[config.mk]
export PLATFORM = sky130hd
export DESIGN_NAME = unicode_escape_decoder
export DESIGN_NICKNAME = d
export VERILOG_FILES = /design/src/rtl/core/ued_pkg.sv /design/src/rtl/core/ued_front.sv /design/src/rtl/core/ued_cmd_fifo.sv /design/src/rtl/core/ued_back.sv /design/src/rtl/core/unicode_escape_decoder.sv
export SDC_FILE = /design/constraint.sdc
export NUM_CORES = 1
export LEC_CHECK = 0
export ABC_AREA = 1
export BUFFER_PORTS_ARGS = -buffer_cell sky130_fd_sc_hd__buf_2
export CORE_AREA = 3 3 186 188
export DETAILED_ROUTE_END_ITERATION = 8
export DIE_AREA = 0 0 189 191
export PLACE_DENSITY = 0.57
export SLEW_MARGIN = 20
export SYNTH_ARGS = -nofsm -noshare
export SYNTH_HDL_FRONTEND = slang
export SYNTH_SLANG_ARGS = --single-unit
[constraint.sdc]
create_clock -name i_clk -period 13 [get_ports i_clk]
set_input_delay 1.95 -clock i_clk [delete_from_list [all_inputs] [get_ports i_clk]]
set_output_delay 1.95 -clock i_clk [all_outputs]
set_load 0.03 [all_outputs]
[src/rtl/core/ued_pkg.sv]
// Shared types, constants and helpers for the backslash-u escape decoder.
package ued_pkg;

    localparam int unsigned CHAR_W      = 21;
    localparam int unsigned HELD_W      = 7;
    localparam int unsigned HOLD_DEPTH  = 5;
    localparam int unsigned CNT_W       = 3;
    localparam int unsigned CMD_Q_DEPTH = 4;

    localparam logic [CHAR_W-1:0] CH_BACKSLASH = 21'h00005C;
    localparam logic [CHAR_W-1:0] CH_LETTER_U  = 21'h000075;

    // Pending-prefix fill levels with a meaning of their own
    localparam logic [CNT_W-1:0] CNT_NONE = 3'd0;
    localparam logic [CNT_W-1:0] CNT_BS   = 3'd1;
    localparam logic [CNT_W-1:0] CNT_FULL = 3'd5;

    typedef struct packed {
        logic [CHAR_W-1:0] in_char;
        logic              in_end;
    } t_in_word;

    typedef struct packed {
        logic [CHAR_W-1:0] out_char;
        logic              out_end;
    } t_out_word;

    // One command from front to back: emit held[0 .. flush_cnt-1], then tail if has_tail.
    typedef struct packed {
        logic [CNT_W-1:0]                 flush_cnt;
        logic [HOLD_DEPTH-1:0][HELD_W-1:0] held;
        logic                             has_tail;
        logic [CHAR_W-1:0]                tail;
        logic                             last;
    } t_cmd;

    // {valid, nibble}; the test looks at all 21 bits
    function automatic logic [4:0] hex_nib(input logic [CHAR_W-1:0] c);
        logic [4:0] r;
        r = 5'd0;
        if (c >= 21'h30 && c <= 21'h39) begin
            r = {1'b1, c[3:0]};
        end else if ((c >= 21'h41 && c <= 21'h46) || (c >= 21'h61 && c <= 21'h66)) begin
            r = {1'b1, 4'(c[3:0] + 4'd9)};
        end
        return r;
    endfunction

endpackage

[src/rtl/core/ued_front.sv]
// Front end: tracks the pending escape prefix and classifies each input word.
module ued_front import ued_pkg::*; (
    input  logic     i_clk,
    input  logic     i_rst_n,
    input  logic     i_push,
    input  t_in_word i_in,
    input  logic     i_q_full,
    output logic     o_cmd_push,
    output t_cmd     o_cmd
);

    logic [CNT_W-1:0]                  r_cnt, n_cnt;
    logic [HOLD_DEPTH-1:0][HELD_W-1:0] r_held, n_held;

    logic             accept;
    logic             is_bs, is_u, is_hex;
    logic             hold_now, done, brk, pass;
    logic [15:0]      code;
    logic [CNT_W-1:0] cnt_inc;
    logic [4:0]       nib_in, nib_2, nib_3, nib_4;

    assign accept  = i_push && !i_q_full;
    assign is_bs   = (i_in.in_char == CH_BACKSLASH);
    assign is_u    = (i_in.in_char == CH_LETTER_U);
    assign nib_in  = hex_nib(i_in.in_char);
    assign nib_2   = hex_nib(CHAR_W'(r_held[2]));
    assign nib_3   = hex_nib(CHAR_W'(r_held[3]));
    assign nib_4   = hex_nib(CHAR_W'(r_held[4]));
    assign is_hex  = nib_in[4];
    assign cnt_inc = r_cnt + 3'd1;

    assign code = {nib_2[3:0], nib_3[3:0], nib_4[3:0], nib_in[3:0]};

    always_comb begin
        hold_now = 1'b0;
        done     = 1'b0;
        brk      = 1'b0;
        pass     = 1'b0;
        priority if (r_cnt == CNT_NONE) begin
            hold_now = is_bs;
            pass     = !is_bs;
        end else if (r_cnt == CNT_BS) begin
            hold_now = is_u;
            brk      = !is_u;
        end else if (r_cnt == CNT_FULL) begin
            done = is_hex;
            brk  = !is_hex;
        end else begin
            hold_now = is_hex;
            brk      = !is_hex;
        end
    end

    always_comb begin
        n_held = r_held;
        if (hold_now) begin
            n_held[r_cnt] = i_in.in_char[HELD_W-1:0];
        end

        n_cnt = CNT_NONE;
        if (i_in.in_end) begin
            n_cnt = CNT_NONE;
        end else if (hold_now) begin
            n_cnt = cnt_inc;
        end else if (brk && is_bs) begin
            // breaking backslash starts over; slot 0 already holds a backslash
            n_cnt = CNT_BS;
        end
    end

    always_comb begin
        o_cmd.held      = n_held;
        o_cmd.last      = i_in.in_end;
        o_cmd.flush_cnt = CNT_NONE;
        if (brk) begin
            o_cmd.flush_cnt = r_cnt;
        end else if (i_in.in_end && hold_now) begin
            o_cmd.flush_cnt = cnt_inc;
        end
        o_cmd.has_tail = 1'b0;
        o_cmd.tail     = i_in.in_char;
        if (pass || (brk && !is_bs)) begin
            o_cmd.has_tail = 1'b1;
        end else if (done) begin
            o_cmd.has_tail = 1'b1;
            o_cmd.tail     = CHAR_W'(code);
        end else if (brk && is_bs && i_in.in_end) begin
            o_cmd.has_tail = 1'b1;
            o_cmd.tail     = CH_BACKSLASH;
        end
    end

    assign o_cmd_push = accept && (o_cmd.has_tail || (o_cmd.flush_cnt != CNT_NONE));

    always_ff @(posedge i_clk) begin
        if (!i_rst_n) begin
            r_cnt <= CNT_NONE;
        end else if (accept) begin
            r_cnt <= n_cnt;
        end
    end

    always_ff @(posedge i_clk) begin
        if (accept) begin
            r_held <= n_held;
        end
    end

endmodule

[src/rtl/core/ued_cmd_fifo.sv]
// Command queue between front and back ends.
module ued_cmd_fifo import ued_pkg::*; #(
    parameter int unsigned DEPTH = CMD_Q_DEPTH
) (
    input  logic i_clk,
    input  logic i_rst_n,
    input  logic i_wr,
    input  t_cmd i_wdata,
    input  logic i_rd,
    output t_cmd o_rdata,
    output logic o_full,
    output logic o_empty
);

    localparam int unsigned AW = (DEPTH > 1) ? $clog2(DEPTH) : 1;
    localparam int unsigned CW = $clog2(DEPTH + 1);

    t_cmd            r_mem [DEPTH];
    logic [AW-1:0]   r_wr, r_rd;
    logic [CW-1:0]   r_cnt;
    logic            do_wr, do_rd;

    assign o_full  = (r_cnt == CW'(DEPTH));
    assign o_empty = (r_cnt == '0);
    assign do_wr   = i_wr && !o_full;
    assign do_rd   = i_rd && !o_empty;
    assign o_rdata = r_mem[r_rd];

    always_ff @(posedge i_clk) begin
        if (do_wr) begin
            r_mem[r_wr] <= i_wdata;
        end
    end

    always_ff @(posedge i_clk) begin
        if (!i_rst_n) begin
            r_wr  <= '0;
            r_rd  <= '0;
            r_cnt <= '0;
        end else begin
            if (do_wr) begin
                r_wr <= (r_wr == AW'(DEPTH - 1)) ? '0 : r_wr + 1'b1;
            end
            if (do_rd) begin
                r_rd <= (r_rd == AW'(DEPTH - 1)) ? '0 : r_rd + 1'b1;
            end
            if (do_wr && !do_rd) begin
                r_cnt <= r_cnt + 1'b1;
            end else if (do_rd && !do_wr) begin
                r_cnt <= r_cnt - 1'b1;
            end
        end
    end

endmodule

[src/rtl/core/ued_back.sv]
// Back end: walks each command one result word per cycle, while the output register is empty or popped, into it.
module ued_back import ued_pkg::*; (
    input  logic      i_clk,
    input  logic      i_rst_n,
    input  t_cmd      i_cmd,
    input  logic      i_q_empty,
    output logic      o_q_pop,
    input  logic      i_pop,
    output logic      o_empty,
    output t_out_word o_res
);

    logic [CNT_W-1:0] r_idx;
    logic             r_valid;
    t_out_word        r_res;

    logic             load, is_last;
    logic [CNT_W-1:0] last_idx;
    t_out_word        item;

    assign load     = !i_q_empty && (!r_valid || i_pop);
    assign last_idx = CNT_W'(i_cmd.flush_cnt + {2'b00, i_cmd.has_tail} - 3'd1);
    assign is_last  = (r_idx == last_idx);
    assign o_q_pop  = load && is_last;

    always_comb begin
        item.out_char = i_cmd.tail;
        if (r_idx < i_cmd.flush_cnt) begin
            item.out_char = CHAR_W'(i_cmd.held[r_idx]);
        end
        item.out_end = i_cmd.last && is_last;
    end

    always_ff @(posedge i_clk) begin
        if (!i_rst_n) begin
            r_idx   <= '0;
            r_valid <= 1'b0;
        end else if (load) begin
            r_valid <= 1'b1;
            r_idx   <= is_last ? '0 : r_idx + 3'd1;
        end else if (i_pop) begin
            r_valid <= 1'b0;
        end
    end

    always_ff @(posedge i_clk) begin
        if (load) begin
            r_res <= item;
        end
    end

    assign o_empty = !r_valid;
    assign o_res   = r_res;

endmodule

[src/rtl/core/unicode_escape_decoder.sv]
// Backslash-u escape decoder, top level: front end, command queue, back end.
//
// Decodes a character stream one word per input: a backslash, the letter u and
// four ASCII hex digits (either case) collapse into one result holding the 16-bit
// code point; all else passes through unchanged. An unfinished prefix (up to five
// characters) is held and released as-is when the next character breaks it; a
// breaking backslash starts a new prefix. A word with in_end set flushes whatever
// is pending and the last result it causes carries out_end. The front end accepts
// one input word every cycle as long as the command queue (DEPTH entries) has room;
// o_full is that queue's full flag. Each input word yields 0 to 6 result words, and
// the back end emits one result word per cycle while o_res is taken or empty, out of
// a registered output stage. With the back end idle, an accepted input word's first
// result reaches o_res through the command queue and then the output register.
// There is no clearing pass after reset.
module unicode_escape_decoder import ued_pkg::*; #(
    parameter int unsigned DEPTH = CMD_Q_DEPTH
) (
    input  logic      i_clk,
    input  logic      i_rst_n,
    input  logic      i_push,
    output logic      o_full,
    input  t_in_word  i_in,
    input  logic      i_pop,
    output logic      o_empty,
    output t_out_word o_res
);

    // front -> queue
    t_cmd cmd_wr;
    logic cmd_push;

    // queue -> back
    t_cmd cmd_rd;
    logic q_full, q_empty, q_pop;

    assign o_full = q_full;

    ued_front u_front (
        .i_clk      (i_clk),
        .i_rst_n    (i_rst_n),
        .i_push     (i_push),
        .i_in       (i_in),
        .i_q_full   (q_full),
        .o_cmd_push (cmd_push),
        .o_cmd      (cmd_wr)
    );

    ued_cmd_fifo #(
        .DEPTH (DEPTH)
    ) u_q (
        .i_clk   (i_clk),
        .i_rst_n (i_rst_n),
        .i_wr    (cmd_push),
        .i_wdata (cmd_wr),
        .i_rd    (q_pop),
        .o_rdata (cmd_rd),
        .o_full  (q_full),
        .o_empty (q_empty)
    );

    // back end drains the queue; one result word per cycle while the output is taken or empty
    ued_back u_back (
        .i_clk     (i_clk),
        .i_rst_n   (i_rst_n),
        .i_cmd     (cmd_rd),
        .i_q_empty (q_empty),
        .o_q_pop   (q_pop),
        .i_pop     (i_pop),
        .o_empty   (o_empty),
        .o_res     (o_res)
    );

endmodule

# After elaboration in Yosys (flattened, before gate mapping)
# Memories as Yosys holds them, arrays and structs flattened. A register that Yosys moved wholly into a read port is not among the register bits.
# Index checks and enable logic that the tools add are counted.
# W data, S select, Z words.
# word_totals
register_bits	71
latch_bits	0
ramBits	244
rom_bits	0
output_inout_bits	24
word_cells	153
mem_count	1
# memory_table
memory	words	width	read_ports	rd_ports_with_merged_regs	wr	line	rtl
u_q.r_mem	4	61	1	1	1	ued_cmd_fifo.sv:18	t_cmd r_mem [DEPTH];
# op_classes
add_sub_neg	12
n_mul	0
div_mod_pow	0
magnitude_cmp	28
eq_ne	8
shift	0
n_mux	44
n_bitwise	0
n_reduce_logical	46
# op_table
cell	count
$mux W22	2
$eq A21 B7 Y1 const B	2
$ge A21 B7 Y1 const B	2
$ge A7 B7 Y1 const B	6
$le A21 B7 Y1 const B	2
$le A7 B7 Y1 const B	6
$bwmux W35	1
$mux W35	1
$logic_and A1 B1 Y1	26
$mux W4	6
$bmux W7 S3	1
$demux W7 S3	1
$ge A21 B6 Y1 const B	1
$ge A7 B6 Y1 const B	3
$le A21 B6 Y1 const B	1
$le A7 B6 Y1 const B	3
$mux W21	1
$mux W3	7
$mux W7	3
$add A4 B4 Y4 const B	4
$mux W1	15
$mux W5	2
$add A3 B1 Y3 const B	3
$logic_not A1 Y1	8
15 further kinds	31

# Logic depth before layout (Yosys ltp)
# Gate-level depths: netlist (run 1).
# logic_depth
word_depth	20
ltp_mapped	26
ltp_nobuf	26

# By module
# From an unflattened synthesis (run 1), not the netlist that was laid out.
# unflattened
cells_unflattened	1314
area_unflattened_um2	14930.6
# by_module_without_submodules
mod	n_inst	cells_per_inst	area_per_inst_um2	seq_area_each_um2
ued_cmd_fifo	1	661	10129.7	7507.2
ued_front	1	417	3065.4	1111.1
ued_back	1	236	1735.4	740.7

# Worst setup path before layout (run 1)
# OpenSTA, ideal clock, no wires.
# synth_timing
kind	in2reg
start	input port i_in[4] in the netlist's numbering
end	memory u_q.r_mem[0][0] in the netlist's numbering (enable)
setup_time_ns	0.480
t_arrival_ns	5.985
t_required_ns	12.520
slack_ns	6.535
cell_stages	18
path_buffers	1
path_cell_list	buf_2 nor2_1 inv_1 nor2_1 nand3_1 nand2_1 nand2_1 nand2_2 nand3_4 nand2_1 nand2_1 inv_2 nand2_1 nand2_1 nor2_1 nand2_1 nand2_2 nor2_1
# synth_lines
element	line	rtl
start: declaration	unicode_escape_decoder.sv:22	input t_in_word i_in,
end: declaration	ued_cmd_fifo.sv:18	

==> impl_metrics.env, run 1 <==
export IMPL_pin_count=50
export IMPL_synth_seq_cells=317
export IMPL_status="finished clean"
export IMPL_grt_pass1_wl_mm=51.8
export IMPL_stdcell_area_um2=15600
export IMPL_grt_antenna_before_repair=0
export IMPL_setup_ws_ns=7.79
export IMPL_clk_pin_slew_worst_paths_ns=0.05
export IMPL_rr_endpoint="u_q.r_cnt[2]"
export IMPL_place_ws_ns=7.22
export IMPL_grt_ovfl_total=0
export IMPL_cts_tree="built"
export IMPL_synth_async_reset_ratio_pct=0
export IMPL_yosys_area_top_type="edfxtp_1"
export IMPL_power_frac_comb_pct=21.5
export IMPL_timing_final_max_slew_violations=0
export IMPL_worstPathRequired_ns=13.14
export IMPL_synth_distinct_cells=47
export IMPL_syn_nets=1246
export IMPL_finalCritPeriodShare_pct=40.1
export IMPL_cts_root_buffer="clkbuf_16"
export IMPL_critical_path_class="in -> reg"
export IMPL_wire_per_inst_um=19.8
export IMPL_vias_per_cell=5.37
export IMPL_grt_max_degree=81
export IMPL_yosysWarnings=0
export IMPL_power_density_nw_per_um2=186
export IMPL_track_usage_pct=18.6
export IMPL_yosys_top_cells_area="edfxtp_1 (65%), o21ai_0 (5.2%), nor2_1 (5.2%)"
export IMPL_initial_core_util_pct=41.5
export IMPL_cp_end_kind="register"
export IMPL_ctsHoldBuffers=0
export IMPL_wirelength_mm=33.7
export IMPL_dieArea_um2=36100
export IMPL_via_count=9152
export IMPL_synth_enable_flop_cells=301
export IMPL_clock_latency_ns=0.52
export IMPL_placed_area_um2=14500
export IMPL_hold_violations=0
export IMPL_tritoncts_num_buffers=35
export IMPL_synth_top_area_share_pct=65.4
export IMPL_hold_path_class="reg -> reg"
export IMPL_finalClockSkew_ns=0.0156
export IMPL_post_cts_buffers=0
export IMPL_syn_inst=1192
export IMPL_rsz0062_at_grt="no"
export IMPL_hold_path_depth=2
export IMPL_num_antenna_cells=0
export IMPL_cts_resized=0
export IMPL_p_int_mw=1.99
export IMPL_grt_pass1_vias=8903
export IMPL_p_sw_mw=0.903
export IMPL_die_h_um=191
export IMPL_area_growth_pct=12.8
export IMPL_cts_max_level=2
export IMPL_port_buffers=49
export IMPL_cts_buffer_depth=3
export IMPL_seqPwrFrac_pct=46.7
export IMPL_final_layout_size_suffix_gt1_share_pct=12.2
export IMPL_p_clk_share_pct=31.8
export IMPL_syn_area_per_cell_um2=11.6
export IMPL_drc=0
export IMPL_cap_violations=0
export IMPL_gp_congestion=0.835
export IMPL_detail_route_antenna_nets=0
export IMPL_syn_area_um2=13800
export IMPL_sw_frac_of_total_pct=31.2
export IMPL_fin_setup_tns_ns=0
export IMPL_clock_fmax_mhz=192
export IMPL_tightest_slew_ns=1.05
export IMPL_core_um2=33300
export IMPL_setup_viol_count_final=0
export IMPL_yosys_most_used_dff="edfxtp_1"
export IMPL_die_width_um=189
export IMPL_drtIter0Drc=621
export IMPL_drt_pass1_iterations=5
export IMPL_fin_nets=1286
export IMPL_cts_sinks=317
export IMPL_hpwl_mm=20.3
export IMPL_ir_drop_uv=81.1
export IMPL_placementRows=67
export IMPL_ys_seq_area_share_pct=67.7
export IMPL_whs_ns=0.459
export IMPL_reg2reg_depth=18
export IMPL_reg2reg_setup_slack_ns=8.66
export IMPL_finalCriticalPeriod_ns=5.21
export IMPL_hp_start="u_q.r_rd[1]"
export IMPL_totalPowerFinal_mw=2.90
export IMPL_p_leak_nw=5.41
export IMPL_worstSetupStartpointType="input pin"
export IMPL_slew_headroom_pct=29.9
export IMPL_arrival_ns=5.35
export IMPL_worst_path_max_fanout=38
## cell type report
type | count | area (um^2)
clock inverters | 20 | 150
repair buffers | 62 | 343
flip-flops and latches | 317 | 9360
multi-input cells | 744 | 4010
well taps | 448 | 561
fillers | 3006 | 17700
inverters | 72 | 272
clock buffers | 41 | 898
## cell usage after synthesis, types with 11 or more instances
cell type  instances
dfxtp_1           16
o22ai_1           28
nand2_1          142
inv_1             66
edfxtp_1         301
nor2_1           191
nand3_1           38
clkbuf_1          46
o211ai_1          11
o21ai_0          145
ha_1              27
o221ai_1          22
a21oi_1           35
## stage by stage
step / util [%] / instances
after global placement: 43.7 / 1643
after floorplan: - / 1192
after CTS: 46.9 / 1704
final: 46.9 / 1704
after global routing: 46.9 / 1704
after detailed placement: 43.7 / 1643
## cell families after synthesis
| logic type | synth area share [%] |
|---|---|
| flip-flops | 67.7 |
| adder cells (fa/ha/maj) | 2.59 |
| multiplexers | 0.579 |
| buffers and inverters | 3.69 |
| AND/OR/NAND/NOR | 13.3 |
| AO/OA/AOI/OAI | 11.5 |
| XOR/XNOR | 0.697 |
## placed cells by master (no fill, tap or decap), types with 3 or more instances in the layout
cell | synthesis | final
buf_4 | 2 | 13
o21ai_1 | 6 | 6
xor2_1 | 8 | 8
inv_2 | 5 | 6
nand2_4 | 3 | 3
a32o_1 | 3 | 3
a31oi_1 | 9 | 8
dfxtp_1 | 16 | 14
o21ai_0 | 145 | 145
edfxtp_1 | 301 | 301
clkbuf_16 | 0 | 35
nand2_2 | 9 | 9
xnor2_1 | 3 | 3
o22ai_1 | 28 | 28
mux2i_1 | 8 | 8
inv_1 | 66 | 65
nand2_1 | 142 | 142
nor4_1 | 6 | 6
o221ai_1 | 22 | 22
a21oi_1 | 35 | 34
inv_6 | 0 | 3
nor3_1 | 5 | 5
nand3_1 | 38 | 38
clkinv_2 | 0 | 4
o211ai_1 | 11 | 11
nand4_1 | 9 | 9
clkinv_1 | 1 | 11
nor2_1 | 191 | 187
nor2_2 | 9 | 9
nor2_4 | 4 | 8
ha_1 | 27 | 27
clkbuf_1 | 46 | 6
buf_2 | 9 | 49
## per-layer routing
layer  up-vias  share of wire (%)  track usage, %
met4         0                1.7            4.53
li1       4371                  -               -
met5         -                  0               0
met3        45                4.7            2.77
met1      4503                 45            25.1
met2       233                 49            31.7
## power groups by stage
stage | Combinational [mW] | Sequential, mW | Clock [mW]
floorplan | 0.329 | 1.44 | 0
global placement | 0.626 | 1.37 | 0
detailed placement | 0.628 | 1.37 | 0
CTS | 0.631 | 1.35 | 0.939
global route | 0.683 | 1.36 | 0.984
finish | 0.624 | 1.35 | 0.921
## worst max-delay path: stages
cell,delay (ns)
buf_2,0.15
inv_1,0.22
ha_1,0.25
nand3_1,0.12
nor2_1,0.15
nand3_1,0.09
nand3_1,0.10
nand2_2,0.08
nand3_4,0.08
nand3_1,0.18
nand3_1,0.25
nor2_1,0.07
nand2_1,0.07
nand2_2,0.18
nor2_4,0.70
buf_4,0.67
## worst max path at each step
stage / end / from / slack [ns] / cells after the start
5_1_grt: u_q.r_mem[0][39] / i_in[2] / 7.48 / 16
3_3_place_gp: u_q.r_mem[0][40] / i_in[2] / 7.31 / 16
3_5_place_dp: u_q.r_mem[0][15] / i_in[2] / 7.22 / 16
2_1_floorplan: u_q.r_mem[0][0] / i_in[4] / 6.53 / 18
4_1_cts: u_q.r_mem[0][53] / i_in[2] / 7.75 / 16
6_report: u_q.r_mem[0][39] / i_in[2] / 7.79 / 16
## sequential cells by signal, summed over array words and instances (netlist names), named ones only
register	cells
u_front.r_held	35
u_back.r_valid	1
u_front.r_cnt	3
u_back.r_idx	3
u_q.r_mem	244
u_q.r_cnt	3
u_back.o_res	22
u_q.r_wr	2
u_q.r_rd	2
No activity file was read; power rests on OpenSTA's default activity.
==> run 2: changes to the inputs <==
clock period = 4.9 ns   (was 13 ns; I/O delays follow)
==> run 2 against run 1 <==
Net effect: register-to-register slack lost 7.3 ns; clock power grew to 2.6 times the previous value; sequential power rose to 2.7 times the previous value; utilization grew 0.12 points; worst hold slack better by 0.0042 ns; largest cell class unchanged; clock skew up 0.0058 ns; global-route usage is 0.60 points higher.
==> impl_metrics.env, run 2 (same netlist as run 1, synthesis figures left out) <==
export IMPL_status="finished clean"
export IMPL_clock_latency_ns=0.52
export IMPL_grt_pass1_vias=9130
export IMPL_fin_setup_tns_ns=0
export IMPL_cts_max_level=2
export IMPL_grt_max_degree=62
export IMPL_power_density_nw_per_um2=492
export IMPL_cp_slowest_cell="dfxtp_4"
export IMPL_drtIter0Drc=721
export IMPL_pin_count=50
export IMPL_reg2reg_depth=14
export IMPL_ctsHoldBuffers=0
export IMPL_slew_headroom_pct=24.9
export IMPL_hold_path_class="reg -> reg"
export IMPL_worstPathRequired_ns=5.29
export IMPL_grt_antenna_before_repair=1
export IMPL_cts_resized=0
export IMPL_fillers=3002
export IMPL_post_cts_buffers=0
export IMPL_tritoncts_num_buffers=34
export IMPL_cp_cell_sequence="clkinv_2 -> buf_4 -> nand2_1 -> a32o_1 -> ha_1 -> ha_1 -> xor2_1 -> xor2_1 -> nand3_1 -> ha_1 -> inv_1 -> fa_1 -> o21ai_0 -> a21oi_1"
export IMPL_worstSetupStartpointType="register"
export IMPL_dpl_cell_count=1649
export IMPL_rr_endpoint="u_q.r_cnt[1]"
export IMPL_cts_tree="built"
export IMPL_clk_pin_slew_worst_paths_ns=0.06
export IMPL_hp_start="u_q.r_rd[1]"
export IMPL_cts_buffer_depth=3
export IMPL_drt_pass1_iterations=5
export IMPL_reg2reg_setup_slack_ns=1.31
export IMPL_arrival_ns=3.97
export IMPL_timing_final_max_slew_violations=0
export IMPL_wire_per_inst_um=20.3
export IMPL_vias_per_cell=5.42
export IMPL_placementRows=67
export IMPL_rsz0062_at_grt="no"
export IMPL_crit_top_cell="ha_1"
export IMPL_initial_core_util_pct=41.5
export IMPL_hold_path_depth=2
export IMPL_final_layout_size_suffix_gt1_share_pct=12.6
export IMPL_hpwl_mm=21.5
export IMPL_final_common_cell="edfxtp_1"
export IMPL_grt_pass1_wl_mm=53.3
export IMPL_final_cell_mix="edfxtp_1 (301), nor2_1 (187), o21ai_0 (145), nand2_1 (142), inv_1 (65)"
export IMPL_die_h_um=191
export IMPL_gp_congestion=0.845
export IMPL_tightest_slew_ns=1.12
export IMPL_dieArea_um2=36100
export IMPL_fin_nets=1291
export IMPL_finalCritPeriodShare_pct=73.2
export IMPL_drc=0
export IMPL_cp_top_family="adder cells"
export IMPL_max_stage_delay_ns=0.66
export IMPL_critical_path_class="reg -> reg"
export IMPL_track_usage_pct=19.2
export IMPL_worst_path_max_fanout=47
export IMPL_core_um2=33300
export IMPL_cap_violations=0
export IMPL_finalClockSkew_ns=0.0214
export IMPL_path_buf_inv=3
export IMPL_cts_sinks=317
export IMPL_top_register="u_q.r_mem"
export IMPL_port_buffers=49
export IMPL_cts_root_buffer="clkbuf_16"
export IMPL_ir_drop_uv=218
export IMPL_detail_route_antenna_nets=0
export IMPL_via_count=9264
export IMPL_setup_viol_count_final=0
export IMPL_area_growth_pct=13.1
export IMPL_clock_fmax_mhz=279
export IMPL_wirelength_mm=34.7
export IMPL_finalCriticalPeriod_ns=3.59
export IMPL_largest_reg_flops=244
export IMPL_die_width_um=189
export IMPL_cp_end_kind="register"
export IMPL_final_cells=1708
export IMPL_p_leak_nw=5.44
export IMPL_hold_violations=0
export IMPL_grt_ovfl_total=0
run 2: worst max path at each step:
stage / from / to / depth (start not counted) / slack (ns)
after global routing: register / u_q.r_cnt[2] / 17 / 0.95
final: register / u_q.r_cnt[1] / 14 / 1.31
after global placement: i_in[2] / u_q.r_cnt[2] / 26 / 1.02
after floorplan: i_in[4] / u_q.r_mem[0][0] / 18 / -0.35
after detailed placement: i_in[2] / u_q.r_cnt[1] / 23 / 0.97
after CTS: register / u_q.r_cnt[1] / 14 / 1.27
run 2: worst register-to-register path, cell delays in order, from the launching register on:
cell and delay [ns]:
dfxtp_4 0.66, clkinv_2 0.25, buf_4 0.28, nand2_1 0.09, a32o_1 0.16, ha_1 0.16
ha_1 0.15, xor2_1 0.17, xor2_1 0.31, nand3_1 0.25, ha_1 0.26, inv_1 0.10
fa_1 0.41, o21ai_0 0.16, a21oi_1 0.06
run 2: stage by stage:
stage / util [%] / area (um^2) / power (mW) / hold WS, ns / worst slack (ns)
floorplan: - / 13800 / 4.69 / 0.439 / -0.350
global placement: 43.9 / 14600 / 5.32 / 0.448 / 1.02
detailed placement: 43.9 / 14600 / 5.34 / 0.454 / 0.970
CTS: 47.0 / 15600 / 7.76 / 0.462 / 1.27
global route: 47.0 / 15600 / 8.05 / 0.478 / 0.951
finish: 47.0 / 15600 / 7.69 / 0.464 / 1.31
run 2: area by class of cell:
cell class	instances	area (um^2)	share of cell area [%]
well taps	448	561	3.59
multi-input cells	744	4010	25.6
clock buffers	46	917	5.87
diodes	1	2.50	0.0160
clock inverters	12	110	0.704
repair buffers	68	400	2.56
flip-flops and latches	317	9360	59.9
inverters	72	272	1.74
run 2: power by group:
part	switching, mW	internal [mW]	leakage (nW)
clock	1.00	1.42	0.505
combinational	1.23	0.431	2.14
sequential	0.152	3.46	2.79
run 2: metal layers:
layer	vias to the layer above	global-route usage [%]	wire length, um
met5	-	0	0
met1	4568	25.2	14900
met3	63	3.04	1940
li1	4370	-	-
met4	0	6.36	1010
met2	263	32.6	16800
